===== src/rtl/uart_rb_pkg.sv =====
// Shared constants, command codes and the stage payload type for the serial port ring buffers.
package uart_rb_pkg;

  localparam int RX_ADDR_BITS = 6;
  localparam int TX_ADDR_BITS = 6;
  localparam int DATA_W       = 8;
  localparam int CNT_W        = 6;
  localparam int CMD_W        = 3;
  localparam int LEN_W        = 8;

  localparam logic [RX_ADDR_BITS-1:0] RX_MASK = {RX_ADDR_BITS{1'b1}};
  localparam logic [TX_ADDR_BITS-1:0] TX_MASK = {TX_ADDR_BITS{1'b1}};

  typedef enum logic [CMD_W-1:0] {
    CMD_RX_BYTE  = 3'd0,
    CMD_TX_READY = 3'd1,
    CMD_HOST_RD  = 3'd2,
    CMD_HOST_WR  = 3'd3,
    CMD_STATUS   = 3'd4
  } cmd_e;

  typedef struct packed {
    logic             tx_valid;
    logic             tx_irq_enabled;
    logic             read_valid;
    logic             send_accepted;
    logic             rx_overrun;
    logic [CNT_W-1:0] rx_available;
    logic [CNT_W-1:0] rx_space;
    logic [CNT_W-1:0] tx_space;
  } stage_t;

endpackage


===== src/rtl/uart_rb_ram.sv =====
// Generic single-port RAM with a registered read.
module uart_rb_ram #(
  parameter int WIDTH = 8,
  parameter int DEPTH = 64
) (
  input  logic                     clk_i,
  input  logic                     we_i,
  input  logic                     re_i,
  input  logic [$clog2(DEPTH)-1:0] addr_i,
  input  logic [WIDTH-1:0]         wdata_i,
  output logic [WIDTH-1:0]         rdata_o
);

  logic [WIDTH-1:0] mem_q [DEPTH];
  logic [WIDTH-1:0] rdata_q;

  always_ff @(posedge clk_i) begin
    if (we_i) begin
      mem_q[addr_i] <= wdata_i;
    end
    if (re_i) begin
      rdata_q <= mem_q[addr_i];
    end
  end

  assign rdata_o = rdata_q;

endmodule


===== src/rtl/uart_rx_tx_ring_buffers.sv =====
// Top level of the serial port receive and transmit ring buffers.
// out_valid_o comes from the output register, fed by stage s1 and the RAM read.
// Throughput: one item per cycle while the output side does not stall.
// Pointers update at the input transfer, so the next item sees them at once.
// Reset (rst_ni low, asynchronous) clears pointers, flags and valid bits.
// RAM contents are not cleared; only written entries are ever read.
module uart_rx_tx_ring_buffers (
  input  logic                         clk_i,
  input  logic                         rst_ni,
  input  logic                         in_valid_i,
  output logic                         in_stall_o,
  input  logic [uart_rb_pkg::CMD_W-1:0]  command_i,
  input  logic [uart_rb_pkg::DATA_W-1:0] data_byte_i,
  input  logic                         send_first_i,
  input  logic [uart_rb_pkg::LEN_W-1:0]  send_length_i,
  output logic                         out_valid_o,
  input  logic                         out_stall_i,
  output logic [uart_rb_pkg::DATA_W-1:0] tx_data_o,
  output logic                         tx_valid_o,
  output logic                         tx_irq_enabled_o,
  output logic [uart_rb_pkg::DATA_W-1:0] read_data_o,
  output logic                         read_valid_o,
  output logic                         send_accepted_o,
  output logic                         rx_overrun_o,
  output logic [uart_rb_pkg::CNT_W-1:0]  rx_available_o,
  output logic [uart_rb_pkg::CNT_W-1:0]  rx_space_o,
  output logic [uart_rb_pkg::CNT_W-1:0]  tx_space_o
);

  logic [uart_rb_pkg::RX_ADDR_BITS-1:0] rx_head_q, rx_head_d, rx_tail_q, rx_tail_d;
  logic [uart_rb_pkg::TX_ADDR_BITS-1:0] tx_head_q, tx_head_d, tx_tail_q, tx_tail_d;
  logic [uart_rb_pkg::RX_ADDR_BITS-1:0] rx_cnt, rx_free, rx_cnt_nx, rx_free_nx, rx_addr;
  logic [uart_rb_pkg::TX_ADDR_BITS-1:0] tx_cnt, tx_free, tx_free_nx, tx_addr;
  logic irq_q, irq_d, batch_ok_q, batch_ok_d, send_ok;
  logic rx_we, rx_re, tx_we, tx_re;
  logic [uart_rb_pkg::DATA_W-1:0] rx_rdata, tx_rdata;

  logic                  s1_valid_q;
  uart_rb_pkg::stage_t   s1_q, s1_d;
  logic                  out_valid_q;
  uart_rb_pkg::stage_t   out_q;
  logic [uart_rb_pkg::DATA_W-1:0] out_tx_data_q, out_rd_data_q;
  logic in_xfer, s1_adv;

  assign s1_adv     = s1_valid_q && (!out_valid_q || !out_stall_i);
  assign in_stall_o = s1_valid_q && !s1_adv;
  assign in_xfer    = in_valid_i && !in_stall_o;

  assign rx_cnt  = rx_head_q - rx_tail_q;
  assign tx_cnt  = tx_head_q - tx_tail_q;
  assign rx_free = uart_rb_pkg::RX_MASK - rx_cnt;
  assign tx_free = uart_rb_pkg::TX_MASK - tx_cnt;

  always_comb begin
    rx_head_d  = rx_head_q;
    rx_tail_d  = rx_tail_q;
    tx_head_d  = tx_head_q;
    tx_tail_d  = tx_tail_q;
    irq_d      = irq_q;
    batch_ok_d = batch_ok_q;
    rx_we      = 1'b0;
    rx_re      = 1'b0;
    tx_we      = 1'b0;
    tx_re      = 1'b0;
    send_ok    = batch_ok_q;
    s1_d       = '0;
    if (in_xfer) begin
      case (command_i)
        uart_rb_pkg::CMD_RX_BYTE: begin
          if (rx_free == '0) begin
            s1_d.rx_overrun = 1'b1;
          end else begin
            rx_we     = 1'b1;
            rx_head_d = rx_head_q + 1'b1;
          end
        end
        uart_rb_pkg::CMD_TX_READY: begin
          if (tx_cnt == '0) begin
            irq_d = 1'b0;
          end else begin
            tx_re         = 1'b1;
            tx_tail_d     = tx_tail_q + 1'b1;
            s1_d.tx_valid = 1'b1;
          end
        end
        uart_rb_pkg::CMD_HOST_RD: begin
          if (rx_cnt != '0) begin
            rx_re           = 1'b1;
            rx_tail_d       = rx_tail_q + 1'b1;
            s1_d.read_valid = 1'b1;
          end
        end
        uart_rb_pkg::CMD_HOST_WR: begin
          if (send_first_i) begin
            send_ok    = (9'(send_length_i) <= 9'(tx_free));
            batch_ok_d = send_ok;
          end
          if (send_ok && (tx_free != '0)) begin
            tx_we              = 1'b1;
            tx_head_d          = tx_head_q + 1'b1;
            irq_d              = 1'b1;
            s1_d.send_accepted = 1'b1;
          end
        end
        default: begin
        end
      endcase
    end
    rx_cnt_nx           = rx_head_d - rx_tail_d;
    rx_free_nx          = uart_rb_pkg::RX_MASK - rx_cnt_nx;
    tx_free_nx          = uart_rb_pkg::TX_MASK - (tx_head_d - tx_tail_d);
    s1_d.tx_irq_enabled = irq_d;
    s1_d.rx_available   = uart_rb_pkg::CNT_W'(rx_cnt_nx);
    s1_d.rx_space       = uart_rb_pkg::CNT_W'(rx_free_nx);
    s1_d.tx_space       = uart_rb_pkg::CNT_W'(tx_free_nx);
  end

  assign rx_addr = (command_i == uart_rb_pkg::CMD_RX_BYTE) ? rx_head_q : rx_tail_q;
  assign tx_addr = (command_i == uart_rb_pkg::CMD_HOST_WR) ? tx_head_q : tx_tail_q;

  uart_rb_ram #(
    .WIDTH(uart_rb_pkg::DATA_W),
    .DEPTH(1 << uart_rb_pkg::RX_ADDR_BITS)
  ) u_rx_ram (
    .clk_i  (clk_i),
    .we_i   (rx_we),
    .re_i   (rx_re),
    .addr_i (rx_addr),
    .wdata_i(data_byte_i),
    .rdata_o(rx_rdata)
  );

  uart_rb_ram #(
    .WIDTH(uart_rb_pkg::DATA_W),
    .DEPTH(1 << uart_rb_pkg::TX_ADDR_BITS)
  ) u_tx_ram (
    .clk_i  (clk_i),
    .we_i   (tx_we),
    .re_i   (tx_re),
    .addr_i (tx_addr),
    .wdata_i(data_byte_i),
    .rdata_o(tx_rdata)
  );

  always_ff @(posedge clk_i or negedge rst_ni) begin
    if (!rst_ni) begin
      rx_head_q   <= '0;
      rx_tail_q   <= '0;
      tx_head_q   <= '0;
      tx_tail_q   <= '0;
      irq_q       <= 1'b0;
      batch_ok_q  <= 1'b0;
      s1_valid_q  <= 1'b0;
      out_valid_q <= 1'b0;
    end else begin
      rx_head_q  <= rx_head_d;
      rx_tail_q  <= rx_tail_d;
      tx_head_q  <= tx_head_d;
      tx_tail_q  <= tx_tail_d;
      irq_q      <= irq_d;
      batch_ok_q <= batch_ok_d;
      if (in_xfer) begin
        s1_valid_q <= 1'b1;
      end else if (s1_adv) begin
        s1_valid_q <= 1'b0;
      end
      if (s1_adv) begin
        out_valid_q <= 1'b1;
      end else if (!out_stall_i) begin
        out_valid_q <= 1'b0;
      end
    end
  end

  always_ff @(posedge clk_i) begin
    if (in_xfer) begin
      s1_q <= s1_d;
    end
    if (s1_adv) begin
      out_q         <= s1_q;
      out_tx_data_q <= s1_q.tx_valid ? tx_rdata : '0;
      out_rd_data_q <= s1_q.read_valid ? rx_rdata : '0;
    end
  end

  assign out_valid_o      = out_valid_q;
  assign tx_data_o        = out_tx_data_q;
  assign tx_valid_o       = out_q.tx_valid;
  assign tx_irq_enabled_o = out_q.tx_irq_enabled;
  assign read_data_o      = out_rd_data_q;
  assign read_valid_o     = out_q.read_valid;
  assign send_accepted_o  = out_q.send_accepted;
  assign rx_overrun_o     = out_q.rx_overrun;
  assign rx_available_o   = out_q.rx_available;
  assign rx_space_o       = out_q.rx_space;
  assign tx_space_o       = out_q.tx_space;

endmodule


===== config.mk =====
export PLATFORM = sky130hd
export DESIGN_NAME = uart_rx_tx_ring_buffers
export DESIGN_NICKNAME = d
export VERILOG_FILES = /design/src/rtl/uart_rb_pkg.sv /design/src/rtl/uart_rb_ram.sv /design/src/rtl/uart_rx_tx_ring_buffers.sv
export SDC_FILE = /design/constraint.sdc
export NUM_CORES = 1
export LEC_CHECK = 0
export CAP_MARGIN = 25
export CORE_AREA = 2 2 283 313
export CTS_BUF_LIST = sky130_fd_sc_hd__clkbuf_8
export DETAILED_ROUTE_END_ITERATION = 6
export DIE_AREA = 0 0 285 315
export DONT_BUFFER_PORTS = 1
export PLACE_DENSITY_LB_ADDON = 0.15
export SYNTH_ARGS = -nofsm -noshare
export SYNTH_HDL_FRONTEND = slang
export SYNTH_SLANG_ARGS = --single-unit

===== constraint.sdc =====
create_clock -name clk_i -period 4.8 [get_ports clk_i]
set_input_delay 0 -clock clk_i [delete_from_list [all_inputs] [get_ports clk_i]]
set_output_delay 0 -clock clk_i [all_outputs]
set_load 0.005 [all_outputs]

==> summary.txt <==
Outcome
  – Outcome: finished, violations left
  – Violated checks: DRC

Logic synthesis
  – Most area-consuming cells after synthesis: edfxtp_1 77%, a22oi_1 4.4%, a221oi_1 2.6%, a22o_1 2.6%, a31oi_1 1.9%
  – Ys Warns: 0
  – Ys flop type: edfxtp_1
  – Post-synthesis register bit count: approximately 1,100
  – Syn avg cell area: 17.48 µm²
  – Syn Nets: around 2,500
  – Post-synth EDFFs: between 1,000 and 1,500
  – Distinct cells, synth: 69
  – Synthesized area: ~43,000 µm²
  – Synth top area share: 0.7703
  – Post-synthesis sequential area ratio: 0.7866
  – Ys async rst share: 0.02478
  – Synth Instances: about 2,500
  – Cell taking the most area after synthesis: edfxtp_1

Timing
  – Layout Skew: approximately 0.045 ns
  – Fin crit share: 0.9716
  – Slack of the critical path: 0.1361 ns
  – Fmax achieved: approximately 0.21 GHz
  – Final setup fails: 0
  – Setup TNS: 0 ns
  – RSZ-0062 raised after global routing: yes
  – WHS: about 0.071 ns
  – Worst slew pin tran: approximately 1.1 ns
  – Final hold violations: 0
  – Relative slew slack: 0.2686
  – Final min period: approximately 4.7 ns
  – Final Max Tran Viols: 0

Detailed routing
  – Routed WL per cell: roughly 28 µm
  – Via Count: between 20,000 and 25,000
  – First-pass DRT Iterations: 7
  – Drt first-iter violations: between 2,000 and 3,000
  – DRC: 2
  – Total Wirelength: approximately 110,000 µm
  – Via density: 6.178
  – ANT nets after route: 0

Pwr
  – Maximum VDD drop: 0.0003063 V
  – Pwr Density: 511.5 nW/µm²
  – LEAKAGE: 0.01579 µW
  – Design Power: 25,130 µW

Global routing
  – Vias in the first global route: roughly 25,000
  – First-pass GRT wire length: around 160,000 µm
  – GRT Resource Usage Total: 0.2469
  – GR Overflow Total: 0
  – Initial antenna violation count: 1
  – Largest net degree at the start of global routing: approximately 130

Place
  – Routability cong.: about 0.83
  – Pre-CTS setup slack: -0.06300 ns
  – Detailed Place HPWL: roughly 65,000 µm
  – # port buffers: 0

Critical path
  – Crit Path Class: flop to flop
  – Crit path cell chain: ha_1, nor2b_1, o311a_1, or4_1, o311a_4, inv_2, ha_4, a2111oi_4, nand3_2, a21oi_2, o21a_2, mux2i_2, ha_1, a21o_1, a21oi_2, o21bai_1, a21oi_2, xnor2_2, xnor2_1, xnor2_1
  – Startpoint class of the critical path: flop
  – Most frequent CP cell: a21oi_2
  – Critical path capture point type: flop
  – Worst path max stage delay: around 0.42 ns
  – Crit-path slowest cell: or4_1
  – CP arrival: between 5 and 6 ns
  – Critical path peak fanout: 3
  – Worst EP required: between 5 and 6 ns

Floorplanning
  – Die height: around 320 µm
  – Core area: 87,010 µm²
  – Ports: 65
  – Die X: about 290 µm
  – # rows: between 100 and 150
  – Initial core utilization: 0.4937
  – Die area: around 90,000 µm²

Finish
  – Most frequent cells in the layout: 1,102 x edfxtp_1, 251 x a22oi_1, 179 x clkbuf_8
  – Post-layout util: 0.5646
  – Layout cells sized above 1: 0.1589
  – Commonest non-fill, non-tap cell in the layout: edfxtp_1
  – Nets: approximately 2,800
  – Area growth, synth to finish: 14.35%

Clock network
  – CTS sink cnt: roughly 1,100
  – Num CTS Buffers: between 150 and 200
  – H-tree levels: 4
  – Root buf cell: clkbuf_8
  – CTS tree: built
  – Clk slew on worst S/H paths: around 0.060 ns
  – CTS Buffer Depth: 3
  – Worst-Skew Late Latency: 0.83 ns

Hold path
  – Worst hold path class: input pin to flop

Job
  – Maxcap violations: 0
## layer usage
metal | wire length, µm | GRT usage | part of all wire | vias to the layer above
met1 | 44820 | 0.3251 | 0.40 | 12685
met3 | 7326 | 0.03835 | 0.065 | 216
met5 | 0 | 0 | 0 | -
li1 | - | - | - | 10797
met4 | 4144 | 0.1013 | 0.037 | 0
met2 | 55560 | 0.4132 | 0.50 | 1052
## power breakdown
group          switching [µW]  internal [µW]
combinational            4100           2260
sequential                170          11200
clock                    3690           3710
total                    7960          17200
## per-stage QoR
stage	instances	cell area, µm²
final	4006	49120
after global routing	4006	49120
after CTS	4002	49040
after detailed placement	3641	45260
after global placement	3639	45240
after floorplan	2457	42980
## logic make-up after synthesis
group,after synthesis,share of synthesized area
AOI/OAI and AO/OA,699,0.1252
xor gates and xnor gates,45,0.009175
adders and majority gates,34,0.01060
buffers and inverters,181,0.01838
DFF,1130,0.7866
muxes,34,0.008971
and+or+nand+nor,334,0.04101
## flip-flops by register name (all words and copies together) (netlist names), 6 cells and up
signal            count
read_data_o           8
rx_available_o        6
rx_head_q             6
rx_space_o            6
rx_tail_q             6
s1_q                 23
tx_data_o             8
tx_head_q             6
tx_space_o            6
tx_tail_q             6
u_rx_ram.mem_q      512
u_rx_ram.rdata_o      8
u_tx_ram.mem_q      512
u_tx_ram.rdata_o      8
## layout make-up
type / count / area (µm²)
Tap cell: 1160 / 1451
Clock buffer: 179 / 2464
Sequential cell: 1130 / 33790
Multi-Input combinational cell: 1146 / 8574
Timing Repair Buffer: 215 / 1956
Fill cell: 6781 / 37890
Inverter: 31 / 116.4
Clock inverter: 144 / 764.5
Antenna cell: 1 / 2.502
## Yosys cell counts, types with 18 or more instances
| library cell | n |
|---|---|
| edfxtp_1 | 1102 |
| a22o_1 | 128 |
| a22oi_1 | 251 |
| nor4_1 | 34 |
| nor2_1 | 78 |
| ha_1 | 30 |
| nor3_1 | 73 |
| and2_1 | 20 |
| a31oi_1 | 129 |
| inv_1 | 31 |
| clkbuf_1 | 80 |
| a221oi_1 | 129 |
| nand2_1 | 45 |
| a21oi_1 | 18 |
| buf_2 | 55 |
| xnor2_1 | 29 |
| dfrtp_1 | 28 |
## path summary, 6_finish.rpt
check,slack (ns),cells past startpoint,endpoint,start
max,0.14,20,s1_q[5]$_DFFE_PP_,tx_head_q[1]$_DFF_PN0_
min,0.07,7,tx_head_q[1]$_DFF_PN0_,send_length_i[4]
max reg2reg,0.14,20,s1_q[5]$_DFFE_PP_,tx_head_q[1]$_DFF_PN0_
min reg2reg,0.41,0,rx_overrun_o$_DFFE_PP_,s1_q[18]$_SDFFCE_PP0P_
max in group asynchronous,4.34,4,rx_tail_q[4]$_DFF_PN0_,rst_ni
min in group asynchronous,0.23,4,tx_tail_q[4]$_DFF_PN0_,rst_ni
## worst max-delay path, delay by kind of cell (launching register included)
kind / cells / cell delay (ns)
and+or+nand+nor: 3 / 0.69
xor gates and xnor gates: 3 / 0.38
adders and majority gates: 3 / 0.76
AOI/OAI and AO/OA: 9 / 1.89
muxes: 1 / 0.25
buffers and inverters: 1 / 0.07
DFF: 1 / 0.39
## what timing repair did
| action | in CTS | in global routing |
|---|---|---|
| gates resized for setup | 1 | 14 |
| pin swaps | 0 | 9 |
| hold endpoints to repair | 1148 | 1 |
| gates cloned | 0 | 0 |
| endpoints found under the setup margin | 1 | 4 |
| hold buffers | 37 | 1 |
| setup buffers | 1 | 2 |
No activity file was read; power rests on OpenSTA's default activity.
